**src/rtl/icsp_pkg.sv**
```systemverilog
`timescale 1ns / 1ps

package icsp_pkg;

  localparam int CFG_HALF_W   = 8;
  localparam int CFG_WAIT_W   = 20;
  localparam int CFG_KEY_W    = 32;
  localparam int APB_DATA_W   = 32;
  localparam int APB_ADDR_W   = 5;
  localparam int REG_IDX_W    = 3;

  localparam int CMD_BITS         = 4;
  localparam int READ_BITS        = 8;
  localparam int READ_FRAME_BITS  = 12;
  localparam int WRITE_FRAME_BITS = 20;

  localparam logic [REG_IDX_W-1:0] REG_HALF_PERIOD = 3'd0;
  localparam logic [REG_IDX_W-1:0] REG_ENTRY_WAIT  = 3'd1;
  localparam logic [REG_IDX_W-1:0] REG_SETTLE_WAIT = 3'd2;
  localparam logic [REG_IDX_W-1:0] REG_EXIT_LOW    = 3'd3;
  localparam logic [REG_IDX_W-1:0] REG_KEY         = 3'd4;

  localparam logic [CFG_HALF_W-1:0] RST_HALF_PERIOD = 8'd1;
  localparam logic [CFG_WAIT_W-1:0] RST_ENTRY_WAIT  = 20'd2;
  localparam logic [CFG_WAIT_W-1:0] RST_SETTLE_WAIT = 20'd450;
  localparam logic [CFG_WAIT_W-1:0] RST_EXIT_LOW    = 20'd10;
  localparam logic [CFG_KEY_W-1:0]  RST_KEY         = 32'h4D43_4850;

  localparam logic [1:0] MODE_CMD   = 2'd0;
  localparam logic [1:0] MODE_ENTER = 2'd1;
  localparam logic [1:0] MODE_EXIT  = 2'd2;

  localparam logic [1:0] STAT_OK       = 2'd0;
  localparam logic [1:0] STAT_BAD_CMD  = 2'd1;
  localparam logic [1:0] STAT_TOO_WIDE = 2'd2;

  localparam logic [3:0] CMD_CORE_INST      = 4'b0000;
  localparam logic [3:0] CMD_SHIFT_TABLAT   = 4'b0010;
  localparam logic [3:0] CMD_TBLRD          = 4'b1000;
  localparam logic [3:0] CMD_TBLRD_POSTINC  = 4'b1001;
  localparam logic [3:0] CMD_TBLRD_POSTDEC  = 4'b1010;
  localparam logic [3:0] CMD_TBLRD_PREINC   = 4'b1011;
  localparam logic [3:0] CMD_TBLWR          = 4'b1100;
  localparam logic [3:0] CMD_TBLWR_POSTINC2 = 4'b1101;
  localparam logic [3:0] CMD_TBLWR_PROG_INC = 4'b1110;
  localparam logic [3:0] CMD_TBLWR_PROG     = 4'b1111;

  typedef enum logic [4:0] {
    PH_IDLE, PH_E_LOW, PH_E_PULSE, PH_E_WAIT, PH_E_KLO, PH_E_KHI, PH_E_KEND,
    PH_E_SETTLE, PH_X_PRE, PH_X_LOW, PH_C_LO, PH_C_HI, PH_C_GAP, PH_C_TAIL,
    PH_R_REL, PH_R_HI, PH_R_LO, PH_R_END
  } phase_t;

  typedef struct packed {
    logic [CFG_HALF_W-1:0] half_period;
    logic [CFG_WAIT_W-1:0] entry_wait;
    logic [CFG_WAIT_W-1:0] settle_wait;
    logic [CFG_WAIT_W-1:0] exit_low;
    logic [CFG_KEY_W-1:0]  key;
  } cfg_t;

  typedef struct packed {
    logic       pgc;
    logic       pgd;
    logic       drive;
    logic       mclr;
    logic       busy;
    logic       done;
    logic [1:0] status;
    logic [7:0] read_data;
    logic       lvp;
  } res_t;

endpackage

```
**src/rtl/icsp_seq.sv**
```systemverilog
`timescale 1ns / 1ps

module icsp_seq
  import icsp_pkg::*;
#(
  parameter int KEY_BITS   = 32,
  parameter int WAIT_WIDTH = 20
) (
  input  logic        clk,
  input  logic        rst,
  input  logic        step,
  input  logic        start_req,
  input  logic [1:0]  mode,
  input  logic [3:0]  cmd,
  input  logic [15:0] payload,
  input  logic        pgd_in,
  input  cfg_t        cfg,
  output res_t        res
);

  localparam int IDX_MAX = (KEY_BITS > WRITE_FRAME_BITS) ? KEY_BITS : WRITE_FRAME_BITS;
  localparam int IDX_W   = $clog2(IDX_MAX + 1);
  localparam logic [4:0] KEY_LAST = 5'(KEY_BITS - 1);

  phase_t                          phase, phase_next;
  logic [IDX_W-1:0]                bit_index, bit_index_next;
  logic [WAIT_WIDTH-1:0]           wait_count, wait_count_next;
  logic [WRITE_FRAME_BITS-1:0]     shift_out, shift_out_next;
  logic [READ_BITS-1:0]            read_shift, read_shift_next;
  logic                            lvp_flag, lvp_flag_next;
  logic                            pgc, pgc_next;
  logic                            pgd, pgd_next;
  logic                            drive, drive_next;
  logic                            mclr, mclr_next;
  logic                            is_read, is_read_next;
  logic [1:0]                      last_status, last_status_next;
  logic                            done_next;

  logic [WAIT_WIDTH-1:0] hp_raw, ew_raw, st_raw, xl_raw;
  logic [WAIT_WIDTH-1:0] hp_hold, ew_hold, st_hold, xl_hold;
  logic [IDX_W-1:0]      frame_bits;
  logic                  cmd_ok, cmd_rd;

  assign hp_raw  = WAIT_WIDTH'(cfg.half_period);
  assign ew_raw  = WAIT_WIDTH'(cfg.entry_wait);
  assign st_raw  = WAIT_WIDTH'(cfg.settle_wait);
  assign xl_raw  = WAIT_WIDTH'(cfg.exit_low);
  assign hp_hold = (hp_raw == '0) ? WAIT_WIDTH'(1) : hp_raw;
  assign ew_hold = (ew_raw == '0) ? WAIT_WIDTH'(1) : ew_raw;
  assign st_hold = (st_raw == '0) ? WAIT_WIDTH'(1) : st_raw;
  assign xl_hold = (xl_raw == '0) ? WAIT_WIDTH'(1) : xl_raw;

  assign frame_bits = is_read ? IDX_W'(READ_FRAME_BITS) : IDX_W'(WRITE_FRAME_BITS);

  always_comb begin
    cmd_ok = 1'b1;
    cmd_rd = 1'b0;
    unique case (cmd)
      CMD_CORE_INST, CMD_TBLWR, CMD_TBLWR_POSTINC2, CMD_TBLWR_PROG_INC,
      CMD_TBLWR_PROG: begin
        cmd_rd = 1'b0;
      end
      CMD_SHIFT_TABLAT, CMD_TBLRD, CMD_TBLRD_POSTINC, CMD_TBLRD_POSTDEC,
      CMD_TBLRD_PREINC: begin
        cmd_rd = 1'b1;
      end
      default: begin
        cmd_ok = 1'b0;
      end
    endcase
  end

  always_ff @(posedge clk) begin
    if (rst) begin
      phase       <= PH_IDLE;
      bit_index   <= '0;
      wait_count  <= '0;
      shift_out   <= '0;
      read_shift  <= '1;
      lvp_flag    <= 1'b0;
      pgc         <= 1'b0;
      pgd         <= 1'b0;
      drive       <= 1'b1;
      mclr        <= 1'b1;
      is_read     <= 1'b0;
      last_status <= STAT_OK;
    end else begin
      phase       <= phase_next;
      bit_index   <= bit_index_next;
      wait_count  <= wait_count_next;
      shift_out   <= shift_out_next;
      read_shift  <= read_shift_next;
      lvp_flag    <= lvp_flag_next;
      pgc         <= pgc_next;
      pgd         <= pgd_next;
      drive       <= drive_next;
      mclr        <= mclr_next;
      is_read     <= is_read_next;
      last_status <= last_status_next;
    end
  end

  always_comb begin
    phase_next       = phase;
    bit_index_next   = bit_index;
    wait_count_next  = wait_count;
    shift_out_next   = shift_out;
    read_shift_next  = read_shift;
    lvp_flag_next    = lvp_flag;
    pgc_next         = pgc;
    pgd_next         = pgd;
    drive_next       = drive;
    mclr_next        = mclr;
    is_read_next     = is_read;
    last_status_next = last_status;
    done_next        = 1'b0;

    if (step) begin
      if (phase != PH_IDLE) begin
        if (wait_count > WAIT_WIDTH'(1)) begin
          wait_count_next = wait_count - WAIT_WIDTH'(1);
        end else begin
          unique case (phase)
            PH_E_LOW: begin
              mclr_next = 1'b1;
              wait_count_next = hp_hold;
              phase_next = PH_E_PULSE;
            end
            PH_E_PULSE: begin
              mclr_next = 1'b0;
              wait_count_next = ew_hold;
              phase_next = PH_E_WAIT;
            end
            PH_E_WAIT: begin
              bit_index_next = '0;
              pgc_next = 1'b0;
              pgd_next = cfg.key[KEY_LAST];
              wait_count_next = hp_hold;
              phase_next = PH_E_KLO;
            end
            PH_E_KLO: begin
              pgc_next = 1'b1;
              wait_count_next = hp_hold;
              bit_index_next = bit_index + IDX_W'(1);
              phase_next = PH_E_KHI;
            end
            PH_E_KHI: begin
              pgc_next = 1'b0;
              wait_count_next = hp_hold;
              if (bit_index < IDX_W'(KEY_BITS)) begin
                pgd_next = cfg.key[KEY_LAST - bit_index[4:0]];
                phase_next = PH_E_KLO;
              end else begin
                phase_next = PH_E_KEND;
              end
            end
            PH_E_KEND: begin
              mclr_next = 1'b1;
              wait_count_next = st_hold;
              phase_next = PH_E_SETTLE;
            end
            PH_E_SETTLE, PH_C_TAIL, PH_R_END: begin
              phase_next = PH_IDLE;
              last_status_next = STAT_OK;
              done_next = 1'b1;
            end
            PH_X_PRE: begin
              mclr_next = 1'b0;
              wait_count_next = xl_hold;
              phase_next = PH_X_LOW;
            end
            PH_X_LOW: begin
              mclr_next = 1'b1;
              phase_next = PH_IDLE;
              last_status_next = STAT_OK;
              done_next = 1'b1;
            end
            PH_C_LO: begin
              pgc_next = 1'b1;
              wait_count_next = hp_hold;
              bit_index_next = bit_index + IDX_W'(1);
              phase_next = PH_C_HI;
            end
            PH_C_HI: begin
              pgc_next = 1'b0;
              wait_count_next = hp_hold;
              if (bit_index == IDX_W'(CMD_BITS)) begin
                phase_next = PH_C_GAP;
              end else if (bit_index >= frame_bits) begin
                if (is_read) begin
                  drive_next = 1'b0;
                  bit_index_next = '0;
                  phase_next = PH_R_REL;
                end else begin
                  phase_next = PH_C_TAIL;
                end
              end else begin
                pgd_next = shift_out[bit_index[4:0]];
                phase_next = PH_C_LO;
              end
            end
            PH_C_GAP: begin
              pgc_next = 1'b0;
              pgd_next = shift_out[bit_index[4:0]];
              wait_count_next = hp_hold;
              phase_next = PH_C_LO;
            end
            PH_R_REL: begin
              pgc_next = 1'b1;
              wait_count_next = hp_hold;
              phase_next = PH_R_HI;
            end
            PH_R_HI: begin
              pgc_next = 1'b0;
              read_shift_next[bit_index[2:0]] = pgd_in;
              bit_index_next = bit_index + IDX_W'(1);
              wait_count_next = hp_hold;
              phase_next = PH_R_LO;
            end
            PH_R_LO: begin
              wait_count_next = hp_hold;
              if (bit_index < IDX_W'(READ_BITS)) begin
                pgc_next = 1'b1;
                phase_next = PH_R_HI;
              end else begin
                drive_next = 1'b1;
                phase_next = PH_R_END;
              end
            end
            default: begin
              phase_next = PH_IDLE;
            end
          endcase
        end
      end else if (start_req) begin
        unique case (mode)
          MODE_CMD: begin
            if (!cmd_ok) begin
              last_status_next = STAT_BAD_CMD;
              done_next = 1'b1;
            end else if (cmd_rd && (payload[15:8] != 8'd0)) begin
              last_status_next = STAT_TOO_WIDE;
              done_next = 1'b1;
            end else begin
              is_read_next = cmd_rd;
              if (cmd_rd) begin
                read_shift_next = '1;
              end
              shift_out_next = {payload, cmd};
              bit_index_next = '0;
              pgc_next = 1'b0;
              pgd_next = cmd[0];
              wait_count_next = hp_hold;
              phase_next = PH_C_LO;
            end
          end
          MODE_ENTER: begin
            if (lvp_flag) begin
              last_status_next = STAT_OK;
              done_next = 1'b1;
            end else begin
              lvp_flag_next = 1'b1;
              mclr_next = 1'b0;
              pgd_next = 1'b0;
              pgc_next = 1'b0;
              wait_count_next = hp_hold;
              phase_next = PH_E_LOW;
            end
          end
          MODE_EXIT: begin
            lvp_flag_next = 1'b0;
            wait_count_next = hp_hold;
            phase_next = PH_X_PRE;
          end
          default: begin
            phase_next = PH_IDLE;
          end
        endcase
      end
    end
  end

  always_comb begin
    res.pgc       = pgc_next;
    res.pgd       = pgd_next;
    res.drive     = drive_next;
    res.mclr      = mclr_next;
    res.busy      = (phase_next != PH_IDLE);
    res.done      = done_next;
    res.status    = last_status_next;
    res.read_data = read_shift_next;
    res.lvp       = lvp_flag_next;
  end

endmodule

```
**src/rtl/icsp_lvp_serial_master.sv**
```systemverilog
`timescale 1ns / 1ps
// A result is registered into the output register, or into the skid stage while the output is stalled.
// Throughput: one input transfer per cycle while in_stall is low, one result per input.
// Output register plus a one-entry skid stage; in_stall rises only when both are full.
// Reset (rst, synchronous, active high): sequencer idle with its pin state clock low, data
// low and driven, reset high; registers back to their defaults; output stages empty.

module icsp_lvp_serial_master
  import icsp_pkg::*;
#(
  parameter int KEY_BITS   = 32,
  parameter int WAIT_WIDTH = 20
) (
  input  logic                  clk,
  input  logic                  rst,
  input  logic                  in_valid,
  output logic                  in_stall,
  input  logic                  start_req,
  input  logic [1:0]            mode,
  input  logic [3:0]            cmd,
  input  logic [15:0]           payload,
  input  logic                  pgd_in,
  output logic                  out_valid,
  input  logic                  out_stall,
  output logic                  pgc_level,
  output logic                  pgd_out,
  output logic                  pgd_drive,
  output logic                  mclr_level,
  output logic                  busy_res,
  output logic                  done_res,
  output logic [1:0]            status,
  output logic [7:0]            read_data,
  output logic                  in_lvp_mode,
  input  logic                  psel,
  input  logic                  penable,
  input  logic                  pwrite,
  input  logic [APB_ADDR_W-1:0] paddr,
  input  logic [APB_DATA_W-1:0] pwdata,
  output logic [APB_DATA_W-1:0] prdata,
  output logic                  pready
);

  cfg_t                 cfg;
  res_t                 res_step;
  res_t                 res_out;
  res_t                 res_skid;
  logic                 skid_valid;
  logic                 accept;
  logic                 take;
  logic                 cfg_wr;
  logic [REG_IDX_W-1:0] reg_idx;

  assign pready  = 1'b1;
  assign reg_idx = paddr[APB_ADDR_W-1:2];
  assign cfg_wr  = psel && penable && pwrite && pready;

  always_ff @(posedge clk) begin
    if (rst) begin
      cfg.half_period <= RST_HALF_PERIOD;
      cfg.entry_wait  <= RST_ENTRY_WAIT;
      cfg.settle_wait <= RST_SETTLE_WAIT;
      cfg.exit_low    <= RST_EXIT_LOW;
      cfg.key         <= RST_KEY;
    end else if (cfg_wr) begin
      case (reg_idx)
        REG_HALF_PERIOD: cfg.half_period <= pwdata[CFG_HALF_W-1:0];
        REG_ENTRY_WAIT:  cfg.entry_wait  <= pwdata[CFG_WAIT_W-1:0];
        REG_SETTLE_WAIT: cfg.settle_wait <= pwdata[CFG_WAIT_W-1:0];
        REG_EXIT_LOW:    cfg.exit_low    <= pwdata[CFG_WAIT_W-1:0];
        REG_KEY:         cfg.key         <= pwdata[CFG_KEY_W-1:0];
        default: begin
        end
      endcase
    end
  end

  always_comb begin
    case (reg_idx)
      REG_HALF_PERIOD: prdata = APB_DATA_W'(cfg.half_period);
      REG_ENTRY_WAIT:  prdata = APB_DATA_W'(cfg.entry_wait);
      REG_SETTLE_WAIT: prdata = APB_DATA_W'(cfg.settle_wait);
      REG_EXIT_LOW:    prdata = APB_DATA_W'(cfg.exit_low);
      REG_KEY:         prdata = APB_DATA_W'(cfg.key);
      default:         prdata = '0;
    endcase
  end

  assign in_stall = skid_valid;
  assign accept   = in_valid && !in_stall;
  assign take     = out_valid && !out_stall;

  icsp_seq #(
    .KEY_BITS   (KEY_BITS),
    .WAIT_WIDTH (WAIT_WIDTH)
  ) u_seq (
    .clk       (clk),
    .rst       (rst),
    .step      (accept),
    .start_req (start_req),
    .mode      (mode),
    .cmd       (cmd),
    .payload   (payload),
    .pgd_in    (pgd_in),
    .cfg       (cfg),
    .res       (res_step)
  );

  // output register with skid stage behind it
  always_ff @(posedge clk) begin
    if (rst) begin
      out_valid  <= 1'b0;
      skid_valid <= 1'b0;
    end else if (!out_valid || take) begin
      out_valid  <= skid_valid || accept;
      skid_valid <= 1'b0;
    end else if (accept) begin
      skid_valid <= 1'b1;
    end
  end

  always_ff @(posedge clk) begin
    if (!out_valid || take) begin
      res_out <= skid_valid ? res_skid : res_step;
    end
    if (out_valid && !take && accept) begin
      res_skid <= res_step;
    end
  end

  assign pgc_level   = res_out.pgc;
  assign pgd_out     = res_out.pgd;
  assign pgd_drive   = res_out.drive;
  assign mclr_level  = res_out.mclr;
  assign busy_res    = res_out.busy;
  assign done_res    = res_out.done;
  assign status      = res_out.status;
  assign read_data   = res_out.read_data;
  assign in_lvp_mode = res_out.lvp;

`ifndef SYNTHESIS
  a_skid_behind_out: assert property (@(posedge clk) disable iff (rst)
    skid_valid |-> out_valid)
    else $error("skid stage full with output register empty");

  a_skid_fill: assert property (@(posedge clk) disable iff (rst)
    (out_valid && out_stall && accept) |=> skid_valid)
    else $error("transfer under output stall not held in skid stage");

  a_skid_drain: assert property (@(posedge clk) disable iff (rst)
    (skid_valid && !out_stall) |=> !skid_valid)
    else $error("skid stage did not drain");

  a_done_not_busy: assert property (@(posedge clk) disable iff (rst)
    out_valid |-> !(res_out.busy && res_out.done))
    else $error("done reported while still busy");

  a_idle_mclr_high: assert property (@(posedge clk) disable iff (rst)
    (out_valid && !res_out.busy) |-> res_out.mclr)
    else $error("target held in reset while idle");
`endif

endmodule

```
**config.mk**
```make
export PLATFORM = sky130hd
export DESIGN_NAME = icsp_lvp_serial_master
export DESIGN_NICKNAME = d
export VERILOG_FILES = /design/src/rtl/icsp_pkg.sv /design/src/rtl/icsp_seq.sv /design/src/rtl/icsp_lvp_serial_master.sv
export SDC_FILE = /design/constraint.sdc
export NUM_CORES = 1
export LEC_CHECK = 0
export ABC_AREA = 1
export BUFFER_PORTS_ARGS = -buffer_cell sky130_fd_sc_hd__buf_2
export CORE_ASPECT_RATIO = 1.2
export CORE_MARGIN = 2
export CORE_UTILIZATION = 48
export DETAILED_ROUTE_END_ITERATION = 16
export HOLD_SLACK_MARGIN = 0.15
export PLACE_DENSITY_LB_ADDON = 0.25
export SLEW_MARGIN = 20
export SYNTH_ARGS = -nofsm -noshare
export SYNTH_HDL_FRONTEND = slang
export SYNTH_SLANG_ARGS = --single-unit
```
**constraint.sdc**
```tcl
create_clock -name clk -period 3.35 [get_ports clk]
set_clock_uncertainty 0.1 [all_clocks]
set_input_delay 0.67 -clock clk [delete_from_list [all_inputs] [get_ports clk]]
set_output_delay 0.67 -clock clk [all_outputs]
set_load 0.05 [all_outputs]
```
**Word-level counts from Yosys, hierarchy flattened**

Index checks and enable logic that the tools add are counted.

- Register bits: 203
- Input port bits: 68
- Output and inout port bits: 52
- Logic and storage cells: 255

- $add $sub $neg: 3
- $lt $le $gt $ge: 8
- Equal/unequal tests: 43
- Mux-type cells: 116
- Bitwise operators: 2
- Reduce and logical (&&, ||, !) cells: 46

Operators by type and width:

| kind | number |
|---|---|
| $mux W20 | 9 |
| $pmux W32 S5 | 1 |
| $logic_not A20 Y1 | 4 |
| $mux W8 | 10 |
| $pmux W20 S4 | 1 |
| $pmux W5 S13 | 1 |
| $pmux W20 S3 | 1 |
| $mux W6 | 9 |
| $mux W5 | 10 |
| $mux W1 | 47 |
| $eq A5 B4 Y1 const B | 8 |
| $eq A4 B4 Y1 const B | 8 |
| $eq A5 B3 Y1 const B | 4 |
| $gt A20 B1 Y1 const B | 1 |
| $mux W2 | 10 |
| $reduce_or A10 Y1 | 2 |
| $sub A20 B1 Y20 const B | 1 |
| $pmux W6 S3 | 1 |
| $mux W17 | 1 |
| $pmux W5 S3 | 1 |
| $lt A5 B6 Y1 const B | 2 |
| $pmux W1 S2 | 6 |
| $bmux W1 S5 | 2 |
| $eq A5 B2 Y1 const B | 2 |
| 48 further kinds | 76 |

**Logic depth before layout (Yosys ltp)**

Gate-level depths: netlist (run 1).

- Depth in word-level cells: 12
- Mapped depth: 16
- Gate-level depth less buffers: 16

**By module**

Synthesis (run 1) repeated with hierarchy kept, for this count alone.

- Cell total of the unflattened synthesis: 1,901
- Area, all modules: 12,165.4 um2

Modules (own cells, without submodules):

| module | times used | cells each | area each (um2) |
|---|---|---|---|
| icsp_lvp_serial_master | 1 | 887 | 6,194.7 |
| icsp_seq | 1 | 1,014 | 5,970.7 |

**Worst setup path before layout (run 1)**

OpenSTA, ideal clock, no wires.

- Path kind: input to output
- From: input paddr[4]
- To: output prdata[2]
- Data arrival time: 2.190 ns
- Required time: 2.580 ns
- Path slack: 0.390 ns
- Stages on the path: 3
- Path through: nor3_2 > inv_1 > o21ai_0

- Longest elaborated chain between the ends: 2

Ends and longest elaborated chain:

| what | line | text |
|---|---|---|
| start, declared | icsp_lvp_serial_master.sv:37 | `input logic [APB_ADDR_W-1:0] paddr,` |
| $eq A3 B3 Y1 (tied with other cells) | icsp_lvp_serial_master.sv:78 | `case (reg_idx)` |
| $pmux W32 S5 * | icsp_lvp_serial_master.sv:78 |  |
| end, declared | icsp_lvp_serial_master.sv:39 | `output logic [APB_DATA_W-1:0] prdata,` |

Mark *: on every way between the ends. The rest lies on a longest branch, timed or not.

**Worst setup path after layout (run 1)**

- From: input paddr[3]
- To: output prdata[0]

The elaborated chain is that of the path after synthesis.

==> metrics.cfg, run 1 <==
[yosys]
synth.avg_cell_area_um2 = 6.95
postSynthNetCount = 1666
synth_most_common_cell = nand2_1
synth_edf_count = 34
synth_area_leaders = dfxtp_1 (31%), nand2_1 (11%), edfxtp_1 (9.3%)
yosys-top-cells-count = nand2_1 (322), nor2_1 (197), dfxtp_1 (169), o21ai_0 (157), inv_1 (146)
synth_seq_cells = 203
synth_area_um2 = 11000
synth_top_area_share_pct = 30.7
ys_seq_area_share_pct = 39.9
synthCells = 1588
async_flop_share_pct = 0
synth.distinct_cells = 54
yosysTopAreaCell = dfxtp_1
synth_warnings = 0
synth-main-ff-cell = dfxtp_1

[floorplanning]
die_area_um2 = 24200
placementRows = 60
initial_core_util_pct = 49.0
io_pins = 120
coreArea_um2 = 22500
die_w_um = 142
dieHeight_um = 170

[detailed_routing]
drtAntennaViolNets = 0
met3_length_um = 2310
viasPerCell = 5.71
wl_met1_um = 13700
drt_iter0_drc = 1058
drc = 0
wl_per_cell_um = 17.7
routed_wl_um = 35000
firstDrtPassIters = 6
wl_met2_um = 16900
top_layer_used = met4
num_vias = 11300

[worst_setup_path]
end_kind = output port
crit_path_max_fanout = 12
cp.arrival_ns = 2.24
critical_path_class = in -> out
startpoint = paddr[3]
crit_required_ns = 2.58
r2r_start = u_seq.bit_index[0]
critPathLaunchType = input port

[clock_tree]
post_cts_buffers = 0
cts.repair.resized = 0
htree_levels = 1
cts_buffer_depth = 3
clock_sinks = 203
cts_tree = built
cts_root_buf = clkbuf_16
worstSkewPairLatency_ns = 0.52
cts_buffers = 23
clk_pin_slew_ns = 0.06
holdBufCountCts = 0

[min_path]
hold_path.startpoint = pwdata[26]
hold_class = in -> reg

[cells_and_area]
fill_cells = 2158
instances_no_fill = 1978
layout-drive-gt1-share_pct = 15.0
layout.nets = 1760
area_delta_synth_final_pct = 15.1

[place]
dpl.hpwl_um = 25400
placed_cells = 1936
dpl_worst_slack_ns = 0.425
port_buffers = 116
place.gp.congestion = 0.999

[sta]
rsz0062_at_grt = false
slew_violations = 0
relSlewSlack_pct = 47.6
hold_viol_final = 0
max_freq_ghz = 0.333
fin_setup_tns_ns = 0
layout_setup_ws_ns = 0.344
post-route-period-util_pct = 89.7
finalWorstPathRequiredPeriod_ns = 3.01
report.final.setup_viol = 0
worst_pin_slew_ns = 0.786

[global_routing]
overflow = 0
grt_max_degree = 54
antenna_found_initial = 2
grt_pass1_wl_um = 55600
grt_pass1_vias = 10800
grt.total_usage_pct = 28.9

[power_and_ir_drop]
peakVddDrop_mv = 0.501
p_per_area_nw_per_um2 = 706
p_leak_nw = 5.58

[outcome]
status = finished, final reports clean

[flow_run]
drv_cap = 0

==> placed cells by master (no fill, tap or decap), drive strengths merged <==
master and n:
xnor2 5, conb 1, nor4 8, a211oi 2, buf 146, o22ai 29
o21ai 179, nand2 334, o2111ai 5, a31oi 3, o211ai 10, or2 7
nor3 23, ha 10, nand3 89, nor2 211, o21bai 2, and2 3
bufinv 5, clkinv 5, inv 171, clkinvlp 1, a21o 4, nor3b 4
o21a 1, a22oi 1, o221ai 1, a221o 10, dfxtp 169, a221oi 11
edfxtp 34, nand3b 2, a21oi 144, clkbuf 31, nand4 23, xor2 14
diode 1
==> cell type report <==
cell class | instances | area (um2) | area share, %
antenna | 1 | 2.50 | 0.0197
clock buffer | 31 | 646 | 5.09
clock inverter | 10 | 178 | 1.40
inverter | 172 | 648 | 5.10
multi-input combinational | 1136 | 5630 | 44.3
sequential | 203 | 4400 | 34.7
tap | 279 | 349 | 2.75
timing repair buffer | 146 | 843 | 6.64
==> logic make-up after synthesis <==
| family | synth area share, % |
|---|---|
| buf+inv | 9.10 |
| compound gates | 20.2 |
| flops | 39.9 |
| simple gates | 28.1 |
| xor+xnor | 1.51 |
| other cells | 0.0340 |
| fa+ha+maj | 1.13 |
==> metrics by stage <==
step | util [%] | total power, mW | hold slack, ns | instance area, um2
floorplan | - | 5.44 | 0.329 | 11000
global placement | 52.7 | 6.14 | 0.342 | 11900
detailed placement | 52.7 | 6.19 | 0.345 | 11900
CTS | 56.4 | 8.96 | 0.258 | 12700
global route | 56.4 | 9.50 | 0.278 | 12700
finish | 56.4 | 8.96 | 0.269 | 12700
==> path summary, 6_finish.rpt <==
kind	to	slack, ns	cells past startpoint
worst min-delay path	cfg[26]	0.27	3
worst min register to register	u_seq.shift_out[9]	0.35	2
worst max register to register	pgd_out	0.76	15
worst max-delay path	prdata[0]	0.34	7
==> sequential cells by signal, indices dropped and copies added (netlist names), 2 cells and up <==
| signal | count |
|---|---|
| cfg | 100 |
| read_data | 8 |
| res_skid | 17 |
| status | 2 |
| u_seq.bit_index | 6 |
| u_seq.last_status | 2 |
| u_seq.phase | 5 |
| u_seq.read_shift | 8 |
| u_seq.shift_out | 20 |
| u_seq.wait_count | 20 |
==> critical path, cell delays in order <==
cell,delay (ns)
buf_2,0.14
nor2_1,0.06
nand2_1,0.40
inv_1,0.15
a221oi_1,0.35
o21ai_0,0.21
buf_2,0.26
==> routing by layer <==
layer	vias up	GRT usage, %
li1	5491	-
met2	486	50.4
met5	-	0
met1	5159	34.8
met3	150	3.18
met4	0	15.9
==> where the power goes <==
| group | internal (mW) | total, mW | switching [mW] |
|---|---|---|---|
| Combinational | 1.03 | 3.33 | 2.30 |
| Sequential | 2.70 | 2.86 | 0.159 |
| Clock | 1.73 | 2.77 | 1.04 |
| Total | 5.46 | 8.96 | 3.50 |
Note: power is estimated with default switching activity, not from simulation.
==> run 2: changes to the inputs <==
--- a/config.mk
+++ b/config.mk
@@ -12,7 +12,7 @@
 export CORE_UTILIZATION = 48
 export DETAILED_ROUTE_END_ITERATION = 16
 export HOLD_SLACK_MARGIN = 0.15
-export PLACE_DENSITY_LB_ADDON = 0.25
+export PLACE_DENSITY_LB_ADDON = 0.15
 export SLEW_MARGIN = 20
 export SYNTH_ARGS = -nofsm -noshare
 export SYNTH_HDL_FRONTEND = slang
==> run 2 against run 1 <==
Compared with the run above:
- global-route usage shrank 0.31 points
- critical path depth rose by 1
- flip-flop and latch count did not move
- highest routed layer unchanged
==> metrics.cfg, run 2 (synthesis gave the netlist of run 1 again) <==
[detailed_routing]
num_vias = 11100
drtAntennaViolNets = 0
routed_wl_um = 34800
wl_per_cell_um = 17.6
drt_iter0_drc = 765
drc = 0
firstDrtPassIters = 5
viasPerCell = 5.62

[power_and_ir_drop]
p_per_area_nw_per_um2 = 690
power_mw = 8.69
peakVddDrop_mv = 0.478
p_leak_nw = 5.54

[worst_setup_path]
rrSetupSlack_ns = 0.75
end_kind = output port
critical_path_class = in -> out
crit_path_max_fanout = 17
cp.arrival_ns = 2.18
max_stage_delay_ns = 0.34
critPathLaunchType = input port
cp_cell_sequence = buf_2 -> nor3_2 -> buf_4 -> inv_2 -> o21ai_0 -> a221oi_1 -> o21ai_0 -> buf_2
crit_required_ns = 2.58
cp_slowest_cell = buf_2

[place]
dpl.hpwl_um = 25300
place_area_um2 = 11900
place.gp.congestion = 0.949
port_buffers = 116

[flow_run]
drv_cap = 0

[clock_tree]
htree_levels = 1
cts_root_buf = clkbuf_16
clk_pin_slew_ns = 0.06
clock_sinks = 203
holdBufCountCts = 0
cts_tree = built
worstSkewPairLatency_ns = 0.53
cts.repair.resized = 0
cts_buffer_depth = 3
cts_buffers = 23
post_cts_buffers = 0

[sta]
worst_pin_slew_ns = 0.778
max_freq_ghz = 0.339
fin_setup_tns_ns = 0
slew_violations = 0
hold_viol_final = 0
report.final.setup_viol = 0
post-route-period-util_pct = 88.0
finalWorstPathRequiredPeriod_ns = 2.95
rsz0062_at_grt = false
relSlewSlack_pct = 47.9
hold_ws_ns = 0.262

[cells_and_area]
layout.nets = 1761
final_cell_mix = nand2_1 (322), nor2_1 (197), dfxtp_1 (169)
top_regs = cfg x100, u_seq.shift_out x20, u_seq.wait_count x20
largest_reg_flops = 100
fill_cells = 2220
n_antenna_cell = 0
area_delta_synth_final_pct = 14.2
layout_commonest_cell = nand2_1
final_core_util_pct = 55.9
top_register = cfg
layout-drive-gt1-share_pct = 14.9
final_cell_area_um2 = 12600

[floorplanning]
die_area_um2 = 24200
placementRows = 60
coreArea_um2 = 22500
die_w_um = 142
dieHeight_um = 170
io_pins = 120
initial_core_util_pct = 49.0

[global_routing]
antenna_found_initial = 1
grt_pass1_vias = 10500
grt_max_degree = 71
grt_pass1_wl_um = 54900
grt.total_usage_pct = 28.6
overflow = 0

[min_path]
hold_class = in -> reg

[outcome]
status = finished, final reports clean

==> run 2: final timing paths <==
| path | start | end | cells past startpoint |
|---|---|---|---|
| max | paddr[4] | prdata[0] | 8 |
| min | pwdata[22] | cfg[22] | 3 |
| max reg2reg | u_seq.phase[3] | u_seq.bit_index[2] | 12 |
| min reg2reg | u_seq.shift_out[1] | u_seq.shift_out[1] | 2 |
==> run 2: metrics by stage <==
step | cells | setup slack (ns)
after CTS | 1979 | 0.433
after global routing | 1979 | 0.354
after detailed placement | 1937 | 0.438
after global placement | 1937 | 0.469
after floorplan | 1588 | 0.390
final | 1979 | 0.401
==> run 2: final cells by class <==
type / instances / area [um2] / share of cell area (%)
Clock buffer: 26 / 587 / 4.66
Clock inverter: 16 / 155 / 1.23
Inverter: 172 / 648 / 5.15
Multi-Input combinational cell: 1136 / 5630 / 44.7
Sequential cell: 203 / 4400 / 35.0
Tap cell: 279 / 349 / 2.77
Timing Repair Buffer: 147 / 826 / 6.56
==> run 2: worst max-delay path, delay by kind of cell <==
| family | cells | cell delay (ns) |
|---|---|---|
| simple gates | 1 | 0.18 |
| compound gates | 3 | 0.46 |
| buf+inv | 4 | 0.87 |
==> run 2: power by group <==
| group | switching, mW | internal (mW) | total (mW) |
|---|---|---|---|
| registers | 0.158 | 2.70 | 2.86 |
| logic | 2.29 | 1.01 | 3.30 |
| clock network | 1.04 | 1.49 | 2.53 |
==> run 2: routing by layer <==
| metal | vias up | part of all wire (%) | global-route usage [%] |
|---|---|---|---|
| met3 | 117 | 6.1 | 3.66 |
| met1 | 5102 | 40 | 34.4 |
| met5 | - | 0 | 0 |
| li1 | 5482 | - | - |
| met2 | 429 | 48 | 50.0 |
| met4 | 0 | 5.6 | 15.0 |
==> run 3: changes to the inputs <==
--- a/config.mk
+++ b/config.mk
@@ -13,6 +13,7 @@
 export DETAILED_ROUTE_END_ITERATION = 16
 export HOLD_SLACK_MARGIN = 0.15
 export PLACE_DENSITY_LB_ADDON = 0.15
+export RECOVER_POWER = 25
 export SLEW_MARGIN = 20
 export SYNTH_ARGS = -nofsm -noshare
 export SYNTH_HDL_FRONTEND = slang
==> run 3 against run 2 <==
Compared with the run above:
- routed wire length about the same
- sequential share of layout area up 0.12 points
- maximum frequency down 4.0%
- critical path depth down 3
- largest power group unchanged
- combinational power about the same
- highest routed layer unchanged
- setup slack worse by 0.12 ns
==> metrics.cfg, run 3 (synthesis gave the netlist of run 1 again) <==
[outcome]
status = finished, final reports clean

[sta]
post-route-period-util_pct = 91.7
slew_violations = 0
layout_setup_ws_ns = 0.278
relSlewSlack_pct = 34.0
rsz0062_at_grt = false
fin_setup_tns_ns = 0
max_freq_ghz = 0.326
hold_viol_final = 0
worst_pin_slew_ns = 0.989
finalWorstPathRequiredPeriod_ns = 3.07
report.final.setup_viol = 0

[worst_setup_path]
r2r_start = u_seq.phase[3]
startpoint = paddr[4]
end_kind = output port
max_stage_delay_ns = 0.53
crit_path_max_fanout = 7
cp_cell_sequence = clkbuf_1 -> nor3_1 -> inv_2 -> o21ai_0 -> buf_2
cp_slowest_cell = nor3_1
critPathLaunchType = input port
reg2reg_to = u_seq.bit_index[2]
critical_path_class = in -> out
crit_path_end = prdata[5]
rr_worst_depth = 12
crit_required_ns = 2.58
rrSetupSlack_ns = 0.74
cp.arrival_ns = 2.30

[power_and_ir_drop]
p_per_area_nw_per_um2 = 691
p_leak_nw = 5.51
peakVddDrop_mv = 0.477

[clock_tree]
holdBufCountCts = 0
post_cts_buffers = 0
cts_buffer_depth = 3
htree_levels = 1
cts.repair.resized = 0
clock_sinks = 203
clk_pin_slew_ns = 0.06
cts_tree = built
cts_root_buf = clkbuf_16
worstSkewPairLatency_ns = 0.53
cts_buffers = 23

[cells_and_area]
final_core_util_pct = 55.7
layout.nets = 1761
layout_commonest_cell = nand2_1
n_antenna_cell = 0
top_register = cfg
area_delta_synth_final_pct = 13.8
largest_reg_flops = 100
layout-drive-gt1-share_pct = 14.1
top_regs = cfg x100, u_seq.shift_out x20, u_seq.wait_count x20
final_cell_mix = nand2_1 (322), nor2_1 (197), dfxtp_1 (169)

[flow_run]
drv_cap = 0

[floorplanning]
dieHeight_um = 170
die_area_um2 = 24200
die_w_um = 142
placementRows = 60
coreArea_um2 = 22500
io_pins = 120
initial_core_util_pct = 49.0

[detailed_routing]
drc = 0
wl_per_cell_um = 17.6
num_vias = 11100
drtAntennaViolNets = 0
drt_iter0_drc = 863
viasPerCell = 5.60
firstDrtPassIters = 6
routed_wl_um = 34800

[global_routing]
overflow = 0
grt_pass1_vias = 10500
grt_pass1_wl_um = 54900
grt_max_degree = 71
antenna_found_initial = 1
grt.total_usage_pct = 28.6

[place]
place.gp.congestion = 0.949
port_buffers = 116
dpl_worst_slack_ns = 0.438
dpl.hpwl_um = 25300

[min_path]
holdPathStages = 3
hold_class = in -> reg

run 3: cell types whose count changed in the layout (fill, tap and decap cells not counted):
cell | before | now
buf_4 | 30 | 23
inv_2 | 25 | 21
clkbuf_1 | 3 | 11
inv_1 | 145 | 149
buf_2 | 116 | 115
nor3_1 | 17 | 20
nor3_2 | 5 | 2
run 3: stage by stage:
stage | instance area, um2 | total power [mW] | instances | hold slack (ns)
finish | 12600 | 8.68 | 1979 | 0.265
global route | 12600 | 9.22 | 1979 | 0.273
CTS | 12600 | 8.71 | 1979 | 0.253
detailed placement | 11900 | 6.17 | 1937 | 0.349
global placement | 11900 | 6.14 | 1937 | 0.343
floorplan | 11000 | 5.44 | 1588 | 0.329
run 3: worst max-delay path, delay by kind of cell:
kind	cells	cell delay, ns
buffers and inverters	3	0.66
AO/OA/AOI/OAI	1	0.44
AND/OR/NAND/NOR	1	0.53
run 3: worst min-delay path by stage:
stage	startpoint	end
after floorplan	u_seq.shift_out[10]	u_seq.shift_out[10]
after global placement	u_seq.shift_out[9]	u_seq.shift_out[9]
after detailed placement	u_seq.shift_out[1]	u_seq.shift_out[1]
after CTS	pwdata[30]	cfg[30]
after global routing	pwdata[24]	cfg[24]
final	pwdata[22]	cfg[22]
run 3: area by class of cell:
cell class	instances	area, um2
clock buffer	26	587
clock inverter	16	155
fill	2231	9970
inverter	172	648
multi-input combinational	1136	5610
sequential	203	4400
tap	279	349
timing repair buffer	147	798
run 3: power breakdown:
part / total (mW) / switching (mW) / internal [mW]
Sequential: 2.86 / 0.158 / 2.70
Clock: 2.53 / 1.04 / 1.49
Combinational: 3.29 / 2.29 / 1.00
run 3: routing by layer:
metal  vias up  GRT usage, %  share of wire [%]
met4         0          15.0                5.9
li1       5489             -                  -
met3       128          3.66                5.7
met5         -             0                  0
met1      5077          34.4                 41
met2       387          50.0                 48
